## src/rtl/core/degree_tail_probability_unit_defines.svh

```systemverilog
// assertion macros shared by the rtl
`ifndef DEGREE_TAIL_PROBABILITY_UNIT_DEFINES_SVH
`define DEGREE_TAIL_PROBABILITY_UNIT_DEFINES_SVH

// same-cycle implication, checked on clk_i, off while in reset
`define DTP_ASSERT_NOW(name, ante, cons) \
  name: assert property (@(posedge clk_i) disable iff (!rst_ni) (ante) |-> (cons)) \
    else $error("dtp assertion failed");

// next-cycle implication, checked on clk_i, off while in reset
`define DTP_ASSERT_NEXT(name, ante, cons) \
  name: assert property (@(posedge clk_i) disable iff (!rst_ni) (ante) |=> (cons)) \
    else $error("dtp assertion failed");

`endif

```

## src/rtl/core/dtp_pkg.sv

```systemverilog
package dtp_pkg;

  localparam int unsigned MaxK     = 32;
  localparam int unsigned FracBits = 16;
  localparam int unsigned ProbW    = FracBits + 1;
  localparam int unsigned AddrW    = $clog2(MaxK);
  localparam int unsigned CntW     = $clog2(MaxK + 1);
  localparam int unsigned KW       = 6;
  localparam int unsigned SumW     = ProbW + AddrW;
  localparam int unsigned DiffW    = ProbW + 1;
  localparam int unsigned ProdW    = 2 * DiffW;
  localparam int unsigned ScaledW  = ProdW - FracBits;
  localparam int unsigned NvW      = ScaledW + 1;

  localparam logic [ProbW-1:0] ProbOne = {1'b1, {FracBits{1'b0}}};
  // entry one of the distribution (degree zero) lives at address zero
  localparam logic [AddrW-1:0] DegZeroAddr = '0;
  localparam logic [CntW-1:0]  MaxKCnt     = CntW'(MaxK);

  // apb register map
  localparam logic RegThresholdK = 1'b0;

  typedef enum logic [1:0] {
    StIdle,
    StFold,
    StSum,
    StDone
  } state_e;

  typedef struct packed {
    logic             en;
    logic [AddrW-1:0] addr;
    logic [ProbW-1:0] data;
  } dist_wr_t;

endpackage

```

## src/rtl/core/dtp_dist_store.sv

```systemverilog
module dtp_dist_store (
  input  logic                        clk_i,
  input  logic                        rst_ni,
  input  logic                        clear_i,
  input  dtp_pkg::dist_wr_t           wr_i,
  input  logic [dtp_pkg::AddrW-1:0]   rd_addr_i,
  output logic [dtp_pkg::ProbW-1:0]   rd_data_o
);
  import dtp_pkg::*;

  logic [ProbW-1:0] mem_q [MaxK];
  logic [MaxK-1:0]  valid_q, valid_d;

  // a clear belongs to a newer item than any write still in flight
  always_comb begin
    valid_d = valid_q;
    if (clear_i) begin
      valid_d = '0;
    end else if (wr_i.en) begin
      valid_d[wr_i.addr] = 1'b1;
    end
  end

  always_ff @(posedge clk_i or negedge rst_ni) begin
    if (!rst_ni) begin
      valid_q <= '0;
    end else begin
      valid_q <= valid_d;
    end
  end

  always_ff @(posedge clk_i) begin
    if (wr_i.en) begin
      mem_q[wr_i.addr] <= wr_i.data;
    end
  end

  // an unwritten entry reads as the cleared distribution: certainty of degree zero
  always_comb begin
    if (valid_q[rd_addr_i]) begin
      rd_data_o = mem_q[rd_addr_i];
    end else if (rd_addr_i == DegZeroAddr) begin
      rd_data_o = ProbOne;
    end else begin
      rd_data_o = '0;
    end
  end

endmodule

```

## src/rtl/core/degree_tail_probability_unit.sv

```systemverilog
// degree tail probability unit
// input stream: one edge of a vertex per transfer; s_tdata_i carries the edge
// probability (16 fraction bits, values above one saturate), s_tuser_i the
// counted and first-edge flags, s_tlast_i marks the vertex's last edge.
// output stream: one transfer per last edge, m_tdata_o holding P(degree >= k).
// apb port: register 0 (byte address 0) holds threshold_k, reset value 1.
// a counted edge walks the 32 stored entries through one shared multiplier,
// one entry per cycle in a two-stage pipe. a last edge then sums k entries
// with one adder, one per cycle, and loads the output register once it is
// free; s_tready_o is high only between items.
// the output register holds a result while the receiver stalls; the next edge
// is still taken and worked on, only the next result waits for the register.
// reset clears the distribution to degree zero with certainty at once, with
// no clearing pass, and sets threshold_k to 1.
`include "degree_tail_probability_unit_defines.svh"

module degree_tail_probability_unit (
  input  logic        clk_i,
  input  logic        rst_ni,
  // input stream
  input  logic        s_tvalid_i,
  output logic        s_tready_o,
  input  logic [23:0] s_tdata_i,   // [16:0] edge_prob, rest zero
  input  logic [1:0]  s_tuser_i,   // [0] edge_counts, [1] edge_first
  input  logic        s_tlast_i,   // edge_last
  // output stream
  output logic        m_tvalid_o,
  input  logic        m_tready_i,
  output logic [23:0] m_tdata_o,   // [16:0] tail_prob, rest zero
  // configuration
  input  logic        psel_i,
  input  logic        penable_i,
  input  logic        pwrite_i,
  input  logic [2:0]  paddr_i,
  input  logic [31:0] pwdata_i,
  output logic [31:0] prdata_o,
  output logic        pready_o
);
  import dtp_pkg::*;

  state_e state_q, state_d;

  logic [KW-1:0]   thresh_q;
  logic [CntW-1:0] k_eff;
  logic [CntW-1:0] k_q;
  logic [CntW-1:0] idx_q, idx_d;
  logic [CntW-1:0] idx_m1;
  logic [AddrW-1:0] rd_addr;
  logic [ProbW-1:0] rd_data;
  logic [ProbW-1:0] p_in;
  logic [ProbW-1:0] p_q;
  logic             last_q;
  logic [SumW-1:0]  acc_q;
  logic [ProbW-1:0] prev_q;
  logic [ProbW-1:0] cur_q;
  logic signed [ProdW-1:0]  prod_q;
  logic signed [DiffW-1:0]  diff;
  logic signed [ScaledW-1:0] scaled;
  logic signed [NvW-1:0]    nv;
  logic [ProbW-1:0] nv_clamped;
  logic             pipe_v_q;
  logic [AddrW-1:0] pipe_addr_q;
  logic [ProbW-1:0] tail;
  logic             m_tvalid_q;
  logic [ProbW-1:0] m_tail_q;
  logic             in_xfer, out_free, cfg_wr;
  logic             fold_en, sum_en, load_out;
  dist_wr_t         dist_wr;

  // configuration port
  assign pready_o = 1'b1;
  assign cfg_wr   = psel_i && penable_i && pwrite_i && pready_o;
  assign prdata_o = (paddr_i[2] == RegThresholdK) ? {{(32 - KW){1'b0}}, thresh_q} : '0;

  always_ff @(posedge clk_i or negedge rst_ni) begin
    if (!rst_ni) begin
      thresh_q <= KW'(1);
    end else if (cfg_wr && paddr_i[2] == RegThresholdK) begin
      thresh_q <= pwdata_i[KW-1:0];
    end
  end

  assign k_eff = (thresh_q > KW'(MaxK)) ? MaxKCnt : thresh_q[CntW-1:0];
  assign p_in  = (s_tdata_i[ProbW-1:0] > ProbOne) ? ProbOne : s_tdata_i[ProbW-1:0];

  assign in_xfer  = s_tvalid_i && s_tready_o;
  assign out_free = !m_tvalid_q || m_tready_i;

  // next state
  always_comb begin
    state_d = state_q;
    unique case (state_q)
      StIdle: begin
        if (in_xfer) begin
          if (s_tuser_i[0]) begin
            state_d = StFold;
          end else if (s_tlast_i) begin
            state_d = (k_eff == '0) ? StDone : StSum;
          end
        end
      end
      StFold: begin
        if (idx_q == MaxKCnt) begin
          if (!last_q) begin
            state_d = StIdle;
          end else begin
            state_d = (k_q == '0) ? StDone : StSum;
          end
        end
      end
      StSum: begin
        if (idx_q == k_q) begin
          state_d = StDone;
        end
      end
      StDone: begin
        if (out_free) begin
          state_d = StIdle;
        end
      end
      default: state_d = StIdle;
    endcase
  end

  // sequencer outputs
  always_comb begin
    s_tready_o = 1'b0;
    fold_en    = 1'b0;
    sum_en     = 1'b0;
    load_out   = 1'b0;
    unique case (state_q)
      StIdle: s_tready_o = 1'b1;
      StFold: fold_en    = 1'b1;
      StSum:  sum_en     = 1'b1;
      StDone: load_out   = out_free;
      default: ;
    endcase
  end

  always_comb begin
    idx_d = idx_q;
    if (in_xfer) begin
      idx_d = CntW'(1);
    end else if (fold_en) begin
      idx_d = (idx_q == MaxKCnt) ? CntW'(1) : idx_q + CntW'(1);
    end else if (sum_en) begin
      idx_d = idx_q + CntW'(1);
    end
  end

  always_ff @(posedge clk_i or negedge rst_ni) begin
    if (!rst_ni) begin
      state_q  <= StIdle;
      idx_q    <= CntW'(1);
      pipe_v_q <= 1'b0;
      last_q   <= 1'b0;
    end else begin
      state_q  <= state_d;
      idx_q    <= idx_d;
      pipe_v_q <= fold_en;
      if (in_xfer) begin
        last_q <= s_tlast_i;
      end
    end
  end

  // entry j sits at address j-1
  assign idx_m1  = idx_q - CntW'(1);
  assign rd_addr = idx_m1[AddrW-1:0];

  dtp_dist_store u_store (
    .clk_i     (clk_i),
    .rst_ni    (rst_ni),
    .clear_i   (in_xfer && s_tuser_i[1]),
    .wr_i      (dist_wr),
    .rd_addr_i (rd_addr),
    .rd_data_o (rd_data)
  );

  // stage one: difference to the lower entry and the shared multiply
  assign diff = $signed({1'b0, prev_q}) - $signed({1'b0, rd_data});

  always_ff @(posedge clk_i) begin
    if (in_xfer) begin
      p_q    <= p_in;
      k_q    <= k_eff;
      prev_q <= '0;
      acc_q  <= '0;
    end else begin
      if (fold_en) begin
        prev_q <= rd_data;
      end
      if (sum_en) begin
        acc_q <= acc_q + SumW'(rd_data);
      end
    end
    if (fold_en) begin
      prod_q      <= $signed({1'b0, p_q}) * diff;
      cur_q       <= rd_data;
      pipe_addr_q <= rd_addr;
    end
  end

  // stage two: floor scale, add, clamp to [0, one], write back
  assign scaled = ScaledW'(prod_q >>> FracBits);
  assign nv     = $signed({{(NvW - ProbW){1'b0}}, cur_q}) + $signed({scaled[ScaledW-1], scaled});

  always_comb begin
    if (nv < 0) begin
      nv_clamped = '0;
    end else if (nv > $signed({{(NvW - ProbW){1'b0}}, ProbOne})) begin
      nv_clamped = ProbOne;
    end else begin
      nv_clamped = nv[ProbW-1:0];
    end
  end

  assign dist_wr.en   = pipe_v_q;
  assign dist_wr.addr = pipe_addr_q;
  assign dist_wr.data = nv_clamped;

  assign tail = (acc_q >= SumW'(ProbOne)) ? '0 : ProbOne - acc_q[ProbW-1:0];

  // output register
  always_ff @(posedge clk_i or negedge rst_ni) begin
    if (!rst_ni) begin
      m_tvalid_q <= 1'b0;
    end else if (load_out) begin
      m_tvalid_q <= 1'b1;
    end else if (m_tready_i) begin
      m_tvalid_q <= 1'b0;
    end
  end

  always_ff @(posedge clk_i) begin
    if (load_out) begin
      m_tail_q <= tail;
    end
  end

  assign m_tvalid_o = m_tvalid_q;
  assign m_tdata_o  = {{(24 - ProbW){1'b0}}, m_tail_q};

  `DTP_ASSERT_NOW(a_ready_only_idle, s_tready_o, state_q == StIdle)
  `DTP_ASSERT_NEXT(a_wb_follows_fold, state_q == StFold, pipe_v_q)
  `DTP_ASSERT_NOW(a_fold_idx_range, state_q == StFold, idx_q >= CntW'(1) && idx_q <= MaxKCnt)
  `DTP_ASSERT_NEXT(a_sum_grows, state_q == StSum, acc_q >= $past(acc_q))
  `DTP_ASSERT_NOW(a_result_from_done, $rose(m_tvalid_q), $past(state_q) == StDone)

endmodule
```

## config.mk

```make
export PLATFORM = sky130hd
export DESIGN_NAME = degree_tail_probability_unit
export DESIGN_NICKNAME = d
export VERILOG_FILES = /design/src/rtl/core/dtp_pkg.sv /design/src/rtl/core/dtp_dist_store.sv /design/src/rtl/core/degree_tail_probability_unit.sv
export VERILOG_INCLUDE_DIRS = /design/src /design/src/rtl/core
export SDC_FILE = /design/constraint.sdc
export NUM_CORES = 2
export LEC_CHECK = 0
export ABC_CLOCK_PERIOD_IN_PS = 21100
export BUFFER_PORTS_ARGS = -buffer_cell sky130_fd_sc_hd__buf_2
export CORE_ASPECT_RATIO = 0.6
export CORE_MARGIN = 2
export CORE_UTILIZATION = 62
export CTS_CLUSTER_DIAMETER = 200
export DETAILED_ROUTE_END_ITERATION = 16
export PLACE_DENSITY = 0.87
export SYNTH_ARGS = -nofsm -noshare
export SYNTH_HDL_FRONTEND = slang
export SYNTH_SLANG_ARGS = --single-unit
```

## constraint.sdc

```tcl
create_clock -name clk_i -period 21.1 [get_ports clk_i]
set_input_delay 2.11 -clock clk_i [delete_from_list [all_inputs] [get_ports clk_i]]
set_output_delay 2.11 -clock clk_i [all_outputs]
set_load 0.005 [all_outputs]
```

==> impl_metrics.csv <==
group,metric,value,unit
status,outcome,"finished clean",
synth,synth_commonest_cells,"edfxtp_1, inv_1, nand2_1",
grt,grt_pass1_vias,25938,
sta,post-route-min-period,14.23,ns
drt,routed_wl,95340,um
synth,ys_types,90,
synth,yosysMostFrequentCell,"edfxtp_1",
cts,post_cts_resized,0,
synth,ys_ff_latch,714,
grt,globalRouteOverflowTotal,0,
synth,syn_area_per_cell,13.27,sq um
worst_setup_path,cp-end-kind,"flop",
die,die_x,336.2,um
cells_and_area,n_antenna_cell,0,
sta,rsz0062_at_grt,"false",
die,core-area,0.06585,sq mm
worst_setup_path,critical_path.slowest_cell,"dfstp_4",
sta,fmax,70.27,MHz
cts,htreeDepth,3,
worst_setup_path,crit_required,21.50,ns
cts,numClockSinks,714,
die,initial_core_util,62.35,%
grt,track_usage,28.75,%
sta,final-max-slew-violation-count,0,
cts,postCtsHoldBufs,0,
sta,slew_headroom,8.087,%
synth,yosys-top-cells-area,"edfxtp_1, fa_1, mux4_2",
grt,antenna_found_initial,3,
placed_design,dp.final_hpwl,63540,um
worst_setup_path,critPathArrivalTime,14.63,ns
synth,synthesis.area,0.04106,sq mm
die,fp.dieH,203.3,um
sta,hold_viol,0,
synth,synth_edf_count,626,
flow_run,cap_violations,0,
drt,num_vias,25726,
placed_design,gp_congestion,0.9053,
sta,period_share,67.44,%
drt,firstDrtPassIters,6,
drt,wl_per_cell,23.18,um
cells_and_area,synthToLayoutAreaGrowth,8.895,%
grt,grt_max_degree,63,
synth,yosys_warnings,0,
grt,grt_pass1_wl,149200,um
cts,root_buffer,"clkbuf_16",
cts,clock_latency,0.63,ns
cts,cts_tree,"yes",
cells_and_area,drive_gt1_share,14.44,%
sta,setup_viol,0,
synth,postSynth.asyncResetShare,6.863,%
worst_setup_path,worstPathMaxFanout,44,
synth,synth_ff_type,"edfxtp_1",
sta,finClkSkew,0.02867,ns
drt,ant_nets,0,
die,io_pins,128,
drt,drtIter0Drc,3216,
die,rows,73,
die,die_area,0.06837,sq mm
sta,setup_tns,0,ns
cells_and_area,final_nets,3653,
cts,tritoncts.num_buffers,66,
cts,post_cts.repair.setup_buffers,0,
synth,synth_top_area_cell,"edfxtp_1",
worst_setup_path,start_kind,"flop",
synth,ys_seq_area_share,50.68,%
cts,cts_buffer_depth,3,
synth,netlist_instances,3095,
cells_and_area,fillers,4338,
worst_setup_path,crit_type,"reg -> reg",
drt,routed_via_density,6.255,
placed_design,io_buffers,58,
min_path,hold_class,"reg -> reg",
drt,drcViolationCount,0,
worst_setup_path,max_stage_delay,0.97,ns
synth,netlist.area_leader.share,45.78,%
cts,cts.reportedPaths.clkPinSlew,0.07,ns
sta,tightest_slew,1.374,ns
[area by class of cell]
| cell class | count | area, sq um | share of cell area, % |
|---|---|---|---|
| timing repair buffer | 126 | 800.8 | 1.791 |
| clock buffer | 80 | 1777 | 3.974 |
| multi-input combinational | 1893 | 18420 | 41.19 |
| inverter | 358 | 1344 | 3.006 |
| tap | 900 | 1126 | 2.519 |
| clock inverter | 42 | 435.4 | 0.9739 |
| sequential | 714 | 20810 | 46.55 |
[registers in the layout, indices dropped and copies added, names as in the netlist]
register / flops
acc_q: 22
pipe_addr_q: 5
last_q: 1
prod_q: 20
idx_q: 6
thresh_q: 6
cur_q: 17
p_q: 17
m_tvalid_o: 1
prev_q: 17
m_tail_q: 17
state_q: 2
pipe_v_q: 1
k_q: 6
u_store.mem_q: 544
u_store.valid_q: 32
[placed cells by master, fill, tap and decap left out, types with 48 or more instances in the layout]
cell type / Yosys / layout
a211oi_1: 67 / 66
a21oi_1: 115 / 115
and2_1: 125 / 125
buf_2: 29 / 58
buf_4: 51 / 68
clkbuf_16: 0 / 68
edfxtp_1: 626 / 626
fa_1: 242 / 242
ha_1: 183 / 182
inv_1: 357 / 355
mux4_2: 144 / 144
nand2_1: 255 / 255
nand3_1: 48 / 48
nor2_1: 139 / 117
[worst max-delay path, delay by kind of cell (launching register included)]
family,cells,cell delay (ns)
compound gates,10,3.25
fa+ha+maj,9,4.41
buf+inv,8,1.67
flops,1,0.97
mux,1,0.33
simple gates,10,3.27
[layer usage]
metal	global-route usage, %	wire (um)	up-vias
met5	0	0	-
met4	6.791	2254	0
met1	43.86	39710	12935
met2	42.00	41600	1553
li1	-	-	11054
met3	7.217	11780	184
[worst paths after layout]
| check | cells after the start | from | slack (ns) | endpoint |
|---|---|---|---|---|
| setup / recovery | 38 | idx_q[0] | 6.87 | prod_q[35] |
| hold / removal | 2 | prev_q[12] | 0.46 | prev_q[12] |
| setup reg to reg | 38 | idx_q[0] | 6.87 | prod_q[35] |
| hold reg to reg | 2 | prev_q[12] | 0.46 | prev_q[12] |
| max in group asynchronous | 2 | rst_ni | 18.95 | u_store.valid_q[25] |
| min in group asynchronous | 2 | rst_ni | 1.65 | thresh_q[1] |
[cell families after synthesis]
logic type / Yosys count / share of synthesized area, %
AOI/OAI and AO/OA: 357 / 5.815
other: 2 / 0.01829
muxes: 200 / 9.291
buffers and inverters: 520 / 5.363
DFF: 714 / 50.68
xor gates and xnor gates: 62 / 1.323
adders and majority gates: 425 / 17.38
and+or+nand+nor: 815 / 10.14
[stage by stage]
step / cell area, sq um / setup WS, ns / util (%) / cells / hold slack [ns]
global placement: 42500 / 7.522 / 64.53 / 3991 / 0.4432
finish: 44710 / 6.870 / 67.89 / 4113 / 0.4608
CTS: 44710 / 7.120 / 67.89 / 4113 / 0.4619
global route: 44710 / 6.149 / 67.89 / 4113 / 0.4779
detailed placement: 42500 / 7.255 / 64.53 / 3991 / 0.4525
floorplan: 41180 / 10.13 / - / 3127 / 0.4363
Power is left out: the tool's default activity adds up to more than one toggle a clock period on the data nets, which glitch-free logic cannot reach.
